File: config.mk
export PLATFORM = sky130hd
export DESIGN_NAME = bffa_map_ram
export DESIGN_NICKNAME = d
export VERILOG_FILES = /design/src/rtl/bffa_map_ram.sv
export SDC_FILE = /design/constraint.sdc
export NUM_CORES = 2
export LEC_CHECK = 0
export BUFFER_PORTS_ARGS = -buffer_cell sky130_fd_sc_hd__buf_4
export CORE_MARGIN = 2
export CORE_UTILIZATION = 30
export DETAILED_ROUTE_END_ITERATION = 7
export PLACE_DENSITY = 0.43
export SLEW_MARGIN = 25
export SYNTH_ARGS = -nofsm -noshare
export SYNTH_HDL_FRONTEND = slang
export SYNTH_SLANG_ARGS = --single-unit
File: constraint.sdc
create_clock -name clk -period 5.75 [get_ports clk]
set_clock_uncertainty 0.2 [all_clocks]
set_input_delay 1.15 -clock clk [delete_from_list [all_inputs] [get_ports clk]]
set_output_delay 1.15 -clock clk [all_outputs]
set_load 0.05 [all_outputs]
File: src/rtl/bffa_map_ram.sv
`default_nettype none

module bffa_map_ram #(
	parameter int DATA_W = 32,
	parameter int ADDR_W = 7
) (
	input  wire logic              clk,
	input  wire logic              rd_en,
	input  wire logic [ADDR_W-1:0] rd_addr,
	output logic      [DATA_W-1:0] rd_data,
	input  wire logic              wr_en,
	input  wire logic [ADDR_W-1:0] wr_addr,
	input  wire logic [DATA_W-1:0] wr_data
);

	logic [DATA_W-1:0] mem [2**ADDR_W];

	always_ff @(posedge clk) begin
		if (wr_en) begin
			mem[wr_addr] <= wr_data;
		end
	end

	always_ff @(posedge clk) begin
		if (rd_en) begin
			rd_data <= mem[rd_addr];
		end
	end

endmodule

`default_nettype wire

---- Yosys cells after proc, flatten, opt, wreduce, memory -nomap -nowiden ----
Memories as Yosys holds them, arrays and structs flattened. A register that Yosys moved wholly into a read port is not among the register bits.
Cells that the tools add are included.
storage, ports and cells
  register bits after elaboration ......... 0
  bits in writable memories ............... 4096
  memories kept ........................... 1
memories
  memory  words  bits a word  rd ports  clocked after Yosys merged registers in  write ports  RTL line  text
  mem     128    32           1         1                                        1            16        logic [DATA_W-1:0] mem [2**ADDR_W];
operators by class
  multiplexer cells ....................... 2
operators with widths
  operator  number
  $mux W1   2

---- Logic depth before layout (Yosys ltp) ----
  word-level depth ........................ 2
  mapped depth ............................ 8

---- Worst setup path after synthesis ----
OpenSTA, ideal clock, no wires.
  path kind ............................... input-to-reg
  start ................................... input wr_en
  end ..................................... memory mem[98][0] (enable)
  library setup time ...................... 0.461 ns
  data arrival time ....................... 3.928 ns
  data required time ...................... 5.089 ns
  setup slack ............................. 1.161 ns
  stages .................................. 3
  path buffers ............................ 1
  cells stage by stage .................... clkbuf_1 > nand4_1 > nor3_1
on the way
  longest elaborated chain between the ends .. 2
ends and longest elaborated chain
  element                        RTL line  text
  from (decl)                    11        input wire logic wr_en,
  $mux W1                        19        if (wr_en) begin
  $mux W1 (implied by the code)  20        mem[wr_addr] <= wr_data;
  to (decl)                      16
Every way passes these cells.

==> reports/results.ini <==
[flow_run]
cap_violations=0

[grt]
grt_pass1_vias=73900
grt_overflow_total=0
track_usage_pct=18.2
antenna_found_initial=78
grt_pass1_wl_mm=658
grt_max_degree=129

[clocking]
htreeDepth=5
holdBufCountCts=0
clockRootBuffer=clkbuf_16
clk_pin_slew_worst_paths_ns=0.06
cts_resized=0
clk_latency_ns=1.02
cts_tree=built
cts_sinks=4128
cts_setup_buffers=0
numCtsBuffers=441
clock_path_buffers=4

[drt]
ant_nets=0
via_per_inst=5.08
wirelength_mm=487
first_iter_violations=8685
first_pass_iters=5
drc=0
via_count=70700
wl_per_cell_microns=35.0

[yosys]
synth_area_sq_mm=0.157
synth.top_cells.by_area=edfxtp_1 (79%), mux4_2 (19%), clkbuf_1 (0.44%), nor2_1 (0.29%), buf_2 (0.25%)
synthArstFlopShare_pct=0
synth_area_per_cell_sq_um=26.1
synth_edf_count=4128
syn_nets=6039
syn_inst=5990
synth_top_area_share_pct=79.2
synth_seq_cells=4128
ys.flop_type=edfxtp_1
yosys_warnings=0
yosysSeqAreaShare_pct=79.2
synth_cell_type_count=16
synth_largest_area_cell=edfxtp_1

[die]
start_util_pct=30.1
num_io_pins=81
core_area_sq_mm=0.520
die_w_microns=726
die_y_microns=726
die-area_sq_mm=0.528
rows=265

[setup_path]
critical_path_class=input pin to flop
startpoint_type=input pin
end_kind=flop
reg2reg_slack_ns=2.66
crit_required_ns=6.30
critical_path.cell_chain=buf_8 > buf_12 > buf_12 > buf_12 > mux4_2 > mux4_2 > mux4_2 > mux2_2
cp.buffers_inverters=4
r2r_end=rd_data[21]$_DFFE_PP_
crit_start=rd_addr[2]
slowest_delay_ns=0.67
crit_fanout=36
r2r-start=mem[29][21]$_DFFE_PP_
rr_worst_depth=4
critical_path.endpoint=rd_data[14]$_DFFE_PP_
cp.arrival_ns=4.61
cp_num_cells=8
path_delay_family=multiplexers
cp_slowest_cell=mux4_2

[layout]
nNetsFinal=6606
layout-drive-gt1-share_pct=36.8
design_area_sq_mm=0.183
final_util_pct=35.2
final_cells=13900
areaGrowthSynthToFinish_pct=17.1
n_fill_cell=47300

[pwr]
vdd_drop_max_mv=0.270
power.leakage_nw=55.3
powerDensity_mw_per_mm2=352
total_power_mw=64.5

[timing]
fin_hold_ws_ns=0.294
relSlewSlack_pct=23.8
worst_slack_ns=1.69
rsz0062_at_grt=no
setup_violations=0
tns_ns=0
fmax_ghz=0.246
tightest_slew_ns=1.14
period_needed_ns=4.06
min_period_over_period_pct=70.6
hold_viol_final=0
drv_slew=0

[placed_design]
dp_cells=13100
placedInstanceArea_sq_mm=0.169
gp_congestion=0.748
dp_slack_ns=0.605
port_buffers=80
dpl.hpwl_mm=276

[min_path]
hp-class=input pin to flop

[outcome]
outcome=completed

==> cells by family after synthesis <==
group	count (synthesis)	share of synthesized area, %
DFF	4128	79.2
muxes	1376	19.6
buffers and inverters	316	0.837
and+or+nand+nor	170	0.445
==> area by class of cell <==
cell class / instances / area, sq um / share of cell area, %
Antenna cell: 49 / 123 / 0.0669
Tap cell: 6942 / 8690 / 4.74
Clock buffer: 545 / 11600 / 6.30
Sequential cell: 4128 / 124000 / 67.6
Timing Repair Buffer: 440 / 4500 / 2.45
Clock inverter: 262 / 2250 / 1.23
Multi-Input combinational cell: 1546 / 32300 / 17.6
==> worst min-delay path by stage <==
stage | from | endpoint | slack (ns) | cells past startpoint
detailed placement | mem[38][23]$_DFFE_PP_ | rd_data[23]$_DFFE_PP_ | 1.01 | 4
floorplan | mem[36][0]$_DFFE_PP_ | rd_data[0]$_DFFE_PP_ | 0.95 | 4
global placement | mem[38][21]$_DFFE_PP_ | rd_data[21]$_DFFE_PP_ | 1.0 | 4
CTS | wr_data[23] | mem[14][23]$_DFFE_PP_ | 0.20 | 1
finish | wr_data[23] | mem[29][23]$_DFFE_PP_ | 0.29 | 1
global route | wr_data[23] | mem[30][23]$_DFFE_PP_ | 0.25 | 1
==> synth_stat cells, types with 2 or more instances <==
cell type  instances
edfxtp_1        4128
mux4_2          1344
clkbuf_1         182
nor2_1           122
buf_2             79
buf_1             50
mux2_2            32
nand2_1           14
nand3_1           12
nor3_1             9
nor2b_1            7
buf_4              3
nand4_1            3
buf_6              2
nand2b_1           2
==> worst register-to-register path, delay by kind of cell (launching register included) <==
| kind | cells | cell delay (ns) |
|---|---|---|
| mux | 4 | 2.25 |
| flops | 1 | 0.36 |
==> routing by layer <==
layer,vias up,global-route usage (%),share of wire [%]
met4,14,3.75,1.9
met3,528,2.66,5.7
met1,40300,24.8,42
li1,27700,-,-
met5,-,0,0.014
met2,2207,31.1,50
==> registers in the layout, summed over array words and instances, names as in the netlist <==
register	flops
rd_data	32
mem	4096
==> layout by cell type, fill, tap and decap left out, types with 5 or more instances in the layout <==
cell type / n
nor2b_1: 7
buf_12: 87
diode_2: 49
nand3_1: 7
nor2_4: 119
mux2_2: 32
clkinv_2: 68
clkinvlp_4: 22
inv_6: 9
buf_6: 5
nor3_2: 9
clkbuf_1: 98
buf_4: 341
clkinv_4: 6
clkinv_1: 114
mux4_2: 1344
edfxtp_1: 4128
nand3_2: 5
nand2_1: 11
bufinv_16: 30
clkbuf_16: 447
clkinv_8: 5
==> report_power, final <==
part	total, mW	switching, mW	internal [mW]
logic	3.54	2.26	1.29
registers	33.4	0.0991	33.3
clock network	27.6	12.0	15.6
Power figures use the tool's default switching activity.
